`config.mk`:
```
export PLATFORM = sky130hd
export DESIGN_NAME = rbd_merge_flat
export DESIGN_NICKNAME = d
export VERILOG_FILES = /design/src/sv/rbd_pkg.sv /design/src/sv/rbd_if.sv /design/src/sv/rbd_merge.sv /design/src/flat_wrapper.sv
export SDC_FILE = /design/constraint.sdc
export NUM_CORES = 1
export LEC_CHECK = 0
export ABC_AREA = 1
export BUFFER_PORTS_ARGS = -buffer_cell sky130_fd_sc_hd__buf_2
export CAP_MARGIN = 20
export CORE_MARGIN = 1
export CORE_UTILIZATION = 35
export CTS_BUF_LIST = sky130_fd_sc_hd__clkbuf_4
export DETAILED_ROUTE_END_ITERATION = 10
export GPL_TIMING_DRIVEN = 1
export PLACE_DENSITY = 0.67
export RECOVER_POWER = 25
export SYNTH_ARGS = -nofsm -noshare
export SYNTH_HDL_FRONTEND = slang
export SYNTH_SLANG_ARGS = --single-unit
```
`constraint.sdc`:
```
create_clock -name clk -period 2.2 [get_ports clk]
set_clock_uncertainty 0.05 [all_clocks]
set_input_delay 0.22 -clock clk [delete_from_list [all_inputs] [get_ports clk]]
set_output_delay 0.22 -clock clk [all_outputs]
set_load 0.02 [all_outputs]
```
`src/sv/rbd_pkg.sv`:
```
package rbd_pkg;

    localparam int unsigned RBD_MAX_WIDTH  = 4096;
    localparam int unsigned RBD_PIX_W      = 8;
    localparam int unsigned RBD_SUM_W      = RBD_PIX_W + 1;
    localparam int unsigned RBD_ENTRY_W    = 3 * RBD_SUM_W;
    localparam int unsigned RBD_ROW_W      = 16;
    localparam int unsigned RBD_CFG_IDX_W  = 8;
    localparam int unsigned RBD_CFG_DATA_W = 17;
    localparam int unsigned RBD_SRC_W_W    = 13;

    localparam logic [RBD_CFG_IDX_W-1:0] CFG_SOURCE_WIDTH  = 8'd0;
    localparam logic [RBD_CFG_IDX_W-1:0] CFG_SOURCE_HEIGHT = 8'd1;

    localparam logic [RBD_CFG_DATA_W-1:0] RBD_SRC_WIDTH_RST  = 17'd256;
    localparam logic [RBD_CFG_DATA_W-1:0] RBD_SRC_HEIGHT_RST = 17'd256;
    localparam logic [RBD_CFG_DATA_W-1:0] RBD_MAX_HEIGHT     = 17'd65536;

    localparam logic [RBD_PIX_W-1:0] RBD_OUT_ALPHA = 8'hFF;

    // pair sums of an odd-row pair, waiting for the line entry
    typedef struct packed {
        logic                 valid;
        logic [RBD_SUM_W-1:0] red;
        logic [RBD_SUM_W-1:0] green;
        logic [RBD_SUM_W-1:0] blue;
        logic                 last;
    } rbd_blk_req_t;

    // clamp, force even, floor at 2, then minus one
    function automatic logic [RBD_CFG_DATA_W-1:0] rbd_eff_last(
        input logic [RBD_CFG_DATA_W-1:0] src,
        input logic [RBD_CFG_DATA_W-1:0] lim
    );
        logic [RBD_CFG_DATA_W-1:0] v;
        v = (src > lim) ? lim : src;
        v[0] = 1'b0;
        if (v < 17'd2)
        begin
            v = 17'd2;
        end
        return v - 17'd1;
    endfunction

endpackage

```
`src/sv/rbd_if.sv`:
```


interface rbd_pix_out_if;
    import rbd_pkg::*;

    logic                 valid;
    logic                 ready;
    logic [RBD_PIX_W-1:0] out_red;
    logic [RBD_PIX_W-1:0] out_green;
    logic [RBD_PIX_W-1:0] out_blue;
    logic [RBD_PIX_W-1:0] out_alpha;
    logic                 frame_end;

    modport source (output valid, out_red, out_green, out_blue, out_alpha, frame_end,
                    input ready);
    modport sink (input valid, out_red, out_green, out_blue, out_alpha, frame_end,
                  output ready);
endinterface


```
`src/sv/rbd_merge.sv`:
```
module rbd_merge (
    input  logic                            clk,
    input  logic                            rst_n,
    input  rbd_pkg::rbd_blk_req_t           req,
    input  logic [rbd_pkg::RBD_ENTRY_W-1:0] rd_data,
    rbd_pix_out_if.source                   pix_out,
    output logic                            take_ok
);
    import rbd_pkg::*;

    localparam int unsigned TOT_W = RBD_SUM_W + 1;

    logic                 s1_valid_reg;
    rbd_blk_req_t         s1_reg;
    logic                 s1_adv;
    logic                 out_valid_reg;
    logic [RBD_PIX_W-1:0] out_r_reg;
    logic [RBD_PIX_W-1:0] out_g_reg;
    logic [RBD_PIX_W-1:0] out_b_reg;
    logic                 out_last_reg;
    logic [TOT_W-1:0]     tot_r;
    logic [TOT_W-1:0]     tot_g;
    logic [TOT_W-1:0]     tot_b;

    assign s1_adv  = s1_valid_reg && (!out_valid_reg || pix_out.ready);
    assign take_ok = !s1_valid_reg || s1_adv;

    assign tot_r = {1'b0, s1_reg.red}   + {1'b0, rd_data[RBD_SUM_W-1:0]};
    assign tot_g = {1'b0, s1_reg.green} + {1'b0, rd_data[2*RBD_SUM_W-1:RBD_SUM_W]};
    assign tot_b = {1'b0, s1_reg.blue}  + {1'b0, rd_data[3*RBD_SUM_W-1:2*RBD_SUM_W]};

    always_ff @(posedge clk or negedge rst_n)
    begin
        if (!rst_n)
        begin
            s1_valid_reg  <= 1'b0;
            out_valid_reg <= 1'b0;
        end
        else
        begin
            if (req.valid)
            begin
                s1_valid_reg <= 1'b1;
            end
            else if (s1_adv)
            begin
                s1_valid_reg <= 1'b0;
            end

            if (s1_adv)
            begin
                out_valid_reg <= 1'b1;
            end
            else if (pix_out.ready)
            begin
                out_valid_reg <= 1'b0;
            end
        end
    end

    always_ff @(posedge clk)
    begin
        if (req.valid)
        begin
            s1_reg <= req;
        end
        if (s1_adv)
        begin
            out_r_reg    <= tot_r[TOT_W-1:2];
            out_g_reg    <= tot_g[TOT_W-1:2];
            out_b_reg    <= tot_b[TOT_W-1:2];
            out_last_reg <= s1_reg.last;
        end
    end

    assign pix_out.valid     = out_valid_reg;
    assign pix_out.out_red   = out_r_reg;
    assign pix_out.out_green = out_g_reg;
    assign pix_out.out_blue  = out_b_reg;
    assign pix_out.out_alpha = RBD_OUT_ALPHA;
    assign pix_out.frame_end = out_last_reg;

    a_no_overrun: assert property (@(posedge clk) disable iff (!rst_n)
        req.valid |-> take_ok)
        else $error("block request while stage one is full");

    a_adv_fills_out: assert property (@(posedge clk) disable iff (!rst_n)
        s1_adv |=> out_valid_reg)
        else $error("stage one moved but output empty");

    a_out_from_s1: assert property (@(posedge clk) disable iff (!rst_n)
        $rose(out_valid_reg) |-> $past(s1_valid_reg))
        else $error("output beat without a pending block");

endmodule
```
`src/flat_wrapper.sv`:
```
// flat-port wrapper written by rule: the top's interface ports become plain ports
module rbd_merge_flat import rbd_pkg::*;
  (clk, rst_n, req, rd_data, take_ok, pix_out_valid, pix_out_out_red, pix_out_out_green, pix_out_out_blue, pix_out_out_alpha, pix_out_frame_end, pix_out_ready);
  rbd_pix_out_if pix_out_i ();
  input  logic clk;
  input  logic rst_n;
  input  rbd_pkg::rbd_blk_req_t req;
  input  logic [rbd_pkg::RBD_ENTRY_W-1:0] rd_data;
  output logic take_ok;
  output wire logic [$bits(pix_out_i.valid)-1:0] pix_out_valid;
  output wire logic [$bits(pix_out_i.out_red)-1:0] pix_out_out_red;
  output wire logic [$bits(pix_out_i.out_green)-1:0] pix_out_out_green;
  output wire logic [$bits(pix_out_i.out_blue)-1:0] pix_out_out_blue;
  output wire logic [$bits(pix_out_i.out_alpha)-1:0] pix_out_out_alpha;
  output wire logic [$bits(pix_out_i.frame_end)-1:0] pix_out_frame_end;
  input wire logic [$bits(pix_out_i.ready)-1:0] pix_out_ready;
  assign pix_out_valid = pix_out_i.valid;
  assign pix_out_out_red = pix_out_i.out_red;
  assign pix_out_out_green = pix_out_i.out_green;
  assign pix_out_out_blue = pix_out_i.out_blue;
  assign pix_out_out_alpha = pix_out_i.out_alpha;
  assign pix_out_frame_end = pix_out_i.frame_end;
  assign pix_out_i.ready = pix_out_ready;
  rbd_merge u_core (.clk(clk), .rst_n(rst_n), .req(req), .rd_data(rd_data), .pix_out(pix_out_i), .take_ok(take_ok));
endmodule
```
; ---- Word level (Yosys, flattened, before mapping)
; Index checks and enable logic that the tools add are counted.
[totals]
regBits = 55
inputBits = 59
elab_cells = 24
[classes]
add_sub_neg = 3
n_mux = 4
reduce_logical = 7
[op_table]
columns = op, n
row1 = $add 9x9->10, 3
row2 = $mux 1, 4
row3 = $reduce_bool 2->1, 2
row4 = $logic_not 1->1, 2
row5 = $logic_or 1x1->1, 2
row6 = $logic_and 1x1->1, 1

; ---- Longest topological paths before layout
[logic_depth]
word_depth = 5
mapped_depth = 9
depth_no_buf = 9

; ---- Worst setup path after synthesis
; No wires, ideal clock.
[synth_timing]
path_type = register to register
from = register u_core.out_valid_reg (netlist: u_core.pix_out.valid)
to = register u_core.out_last_reg (netlist: u_core.pix_out.frame_end), enable pin
arrival_ns = 1.773
required_time_ns = 1.735
path_slack_ns = -0.039
stages_incl_launch_ff = 2
path_buffers = 0
path_cell_list = dfrtp_1 a21oi_1
[synth_via]
elab_chain_cells = 3
[synth_lines]
columns = item, line_no
row1 = from (decl), rbd_merge.sv:16  ; logic out_valid_reg;
row2 = from (signal assigned), rbd_merge.sv:37  ; out_valid_reg <= 1'b0;
row3 = from (signal assigned), rbd_merge.sv:52  ; out_valid_reg <= 1'b1;
row4 = from (signal assigned), rbd_merge.sv:56  ; out_valid_reg <= 1'b0;
row5 = $logic_not 1->1, rbd_merge.sv:25  ; assign s1_adv = s1_valid_reg && (!out_valid_reg || pix_out.ready);
row6 = $logic_or 1x1->1, rbd_merge.sv:25
row7 = $logic_and 1x1->1, rbd_merge.sv:25
row8 = via u_core.s1_adv, rbd_merge.sv:15  ; logic s1_adv;
row9 = to (signal assigned), rbd_merge.sv:72  ; out_last_reg <= s1_reg.last;
row10 = to (decl), rbd_merge.sv:20  ; logic out_last_reg;
; The timed path passes the listed nets, and every way through them passes these cells.
; A chain may end at the register's enable or synchronous reset.

; ---- Worst setup path in the final report
[layout_timing]
from = register u_core.s1_reg[22] (netlist bit)
to = register u_core.out_r_reg[4] (netlist: u_core.pix_out.out_red[4]), data pin
[layout_via]
elab_chain_cells = 1
[layout_lines]
columns = item, line_no
row1 = from (decl), rbd_merge.sv:14  ; rbd_blk_req_t s1_reg;
row2 = from (signal assigned), rbd_merge.sv:65  ; s1_reg <= req;
row3 = $add 9x9->10, rbd_merge.sv:28  ; assign tot_r = {1'b0, s1_reg.red} + {1'b0, rd_data[RBD_SUM_W-1:0]};
row4 = via u_core.tot_r[6], rbd_merge.sv:21  ; logic [TOT_W-1:0] tot_r;
row5 = to (signal assigned), rbd_merge.sv:69  ; out_r_reg <= tot_r[TOT_W-1:2];
row6 = to (decl), rbd_merge.sv:17  ; logic [RBD_PIX_W-1:0] out_r_reg;
; The timed path passes the listed nets, and every way through them passes these cells.

==> reports/metrics.yaml <==
clock_network:
  clockBufferDepth: 2
  cts-root-buf: "clkbuf_4"
  htreeDepth: 2
  path_clk_slew_ns: 0.16
  cts_tree: "yes"
  cts_inserted_buffers: 5
  clock_latency_ns: 0.36
  cts_setup_buffers: 0
  cts.sinks: 55
pwr:
  leakage_nw: 1.88
  p_seq_share_pct: 49.7
  p_total_mw: 2.67
  irDropWorstVdd_mv: 0.335
  pwr-share-clk_pct: 25.2
  p_switching_mw: 0.745
  p_int_mw: 1.93
  swShare_pct: 27.9
  cellPowerDensity_mw_per_mm2: 695
  p_comb_share_pct: 25.2
logic_synthesis:
  syn_area_mm2: 0.00291
  yosysWarnings: 0
  yosys_register_bits: 55
  synthDistinctLibCells: 22
  syn_inst: 291
  avgSynthCellArea_um2: 10.0
  ys_seq_area_share_pct: 56.4
die:
  core_area_mm2: 0.00789
  die_w_um: 93.2
  ios: 94
  initial_utilization_pct: 36.9
  rows: 32
  die_h_um: 93.2
  design.die.area_mm2: 0.00868
layout:
  antennaDiodeCount: 0
  fin_cells: 516
  largest_register_ffs: 28
  area_delta_synth_final_pct: 32.0
  layout-drive-gt1-share_pct: 27.8
  nets: 496
  fin_util_pct: 48.7
  fillers: 737
worst_setup_path:
  cp.arrival_ns: 1.71
  worst_path_max_delay_cell: "edfxtp_1"
  reg2regPathDepth: 7
  startpoint_type: "flip-flop"
  timing.critical_path.buf_inv: 0
  cp_slowest_stage_delay_ns: 0.40
  worstPathCellList: "ha_1 -> a21oi_1 -> nand2_2 -> nand2_1 -> nand2_1 -> nand2_1 -> nand2_1"
  crit_path_frequent_cell: "nand2_1"
  crit_family: "flip-flops"
  cp_max_fo: 4
  crit_required_ns: 2.30
  critPathCaptureType: "flip-flop"
  criticalPathCategory: "reg2reg"
  worst-path-stages: 7
hold_path:
  hold_class: "in2reg"
  holdPathStages: 4
sta:
  max_clock_freq_mhz: 621
  grt_setup_unrepaired: "false"
  finalSetupViolCount: 0
  final_hold_viol_count: 0
  relSlewSlack_pct: -6.42
  setup_ws_ns: 0.589
  tightest_slew_ns: 1.60
  tns_ns: 0
  slew_viol_final: 30
  fin_crit_ns: 1.61
  finalCritPeriodShare_pct: 73.2
global_route:
  grt_pass1_vias: 2236
  grt_max_degree: 30
  grt_usage_pct: 13.5
  grt_remaining_overflow: 0
  antenna_found_initial: 0
  grt_pass1_wl_um: 9230
placed_design:
  port_buffers: 85
  place_congestion: 0.888
  place_ws_ns: 0.651
  dp.final_hpwl_um: 4350
  placedCellCount: 479
route:
  dr.pass1.iters: 4
  vias_per_cell: 4.31
  drt_iter0_markers: 114
  vias: 2222
  wl_per_cell_um: 11.0
  ant_nets: 0
  wl_um: 5700
  drc_errors: 0
flow_run:
  cap_violations: 1
run_status:
  outcome: "complete, but fails checks"
  violations: "capacitance limit, slew limit"
[repair_timing]
action / 4_1_cts / 5_1_grt
hold buffers: 29 / 0
gates resized for setup: 0 / 0
endpoints found under the hold margin: 30 / 0
[synthesized netlist by cell type (all sizes together)]
| cell type | number | area (um2) |
|---|---|---|
| conb | 1 | 3.75 |
| o21ai | 8 | 40.0 |
| nand3 | 17 | 90.1 |
| clkinv | 3 | 11.3 |
| o21bai | 1 | 7.51 |
| inv | 45 | 169 |
| ha | 24 | 300 |
| nor3 | 2 | 10.0 |
| buf | 8 | 60.1 |
| edfxtp | 53 | 1590 |
| nand4 | 2 | 12.5 |
| nor2 | 11 | 46.3 |
| dfrtp | 2 | 50.1 |
| nand2 | 93 | 374 |
| a21oi | 12 | 63.8 |
| xor2 | 9 | 78.8 |
[kinds of logic after synthesis]
logic type,synth area share [%]
and+or+nand+nor,18.3
buffers and inverters,8.26
DFF,56.4
adders and majority gates,10.3
AOI/OAI and AO/OA,3.83
xor gates and xnor gates,2.71
other,0.129
[tightest hold or removal path, stage by stage]
cell	delay, ns
buf_2	0.07
inv_1	0.06
nand2_1	0.06
nand2_1	0.04
[cell type report]
type                            instances  area [um2]  share of cell area (%)
Clock buffer                            6        45.0                    1.17
Multi-Input combinational cell        187        1060                    27.5
Clock inverter                          2        60.1                    1.56
Tap cell                              102         128                    3.32
Inverter                               48         180                    4.69
Timing Repair Buffer                  116         728                    19.0
Sequential cell                        55        1640                    42.7
[layout by cell type, fill, tap and decap left out, drive strengths merged, types with 9 or more instances in the layout]
cell         count
nand2           93
buf             85
edfxtp          53
inv             45
dlygate4sd3     29
ha              24
nand3           17
a21oi           12
nor2            11
xor2             9
[through the flow]
step           instance area [um2]  hold slack, ns
6_report                      3840          0.0550
5_1_grt                       3840          0.0522
4_1_cts                       3840          0.0368
3_5_place_dp                  3450         -0.0389
3_3_place_gp                  3450         -0.0415
2_1_floorplan                 2940          -0.126
[power by group through the flow]
stage	combinational, mW	sequential [mW]	clock (mW)
6_report	0.672	1.33	0.673
5_1_grt	0.751	1.34	0.728
4_1_cts	0.673	1.33	0.706
3_5_place_dp	0.632	1.35	0
3_3_place_gp	0.619	1.35	0
2_1_floorplan	0.358	1.43	0
[worst paths after layout]
kind                                    from                   endpoint  slack (ns)
max                        u_core.s1_reg[22]  u_core.pix_out.out_red[4]        0.59
min                            pix_out_ready       u_core.pix_out.valid        0.05
max reg2reg                u_core.s1_reg[22]  u_core.pix_out.out_red[4]        0.59
min reg2reg                 u_core.s1_reg[0]   u_core.pix_out.frame_end        0.41
max in group asynchronous              rst_n       u_core.pix_out.valid        1.85
min in group asynchronous              rst_n        u_core.s1_valid_reg        0.12
[routing by layer]
| metal | part of all wire (%) | global-route usage [%] | wire (um) |
|---|---|---|---|
| met3 | 4.1 | 2.60 | 231 |
| met4 | 1.8 | 5.13 | 103 |
| met2 | 53 | 25.8 | 3000 |
| met1 | 41 | 14.4 | 2360 |
| met5 | 0 | 0 | 0 |
Power figures use the tool's default switching activity.
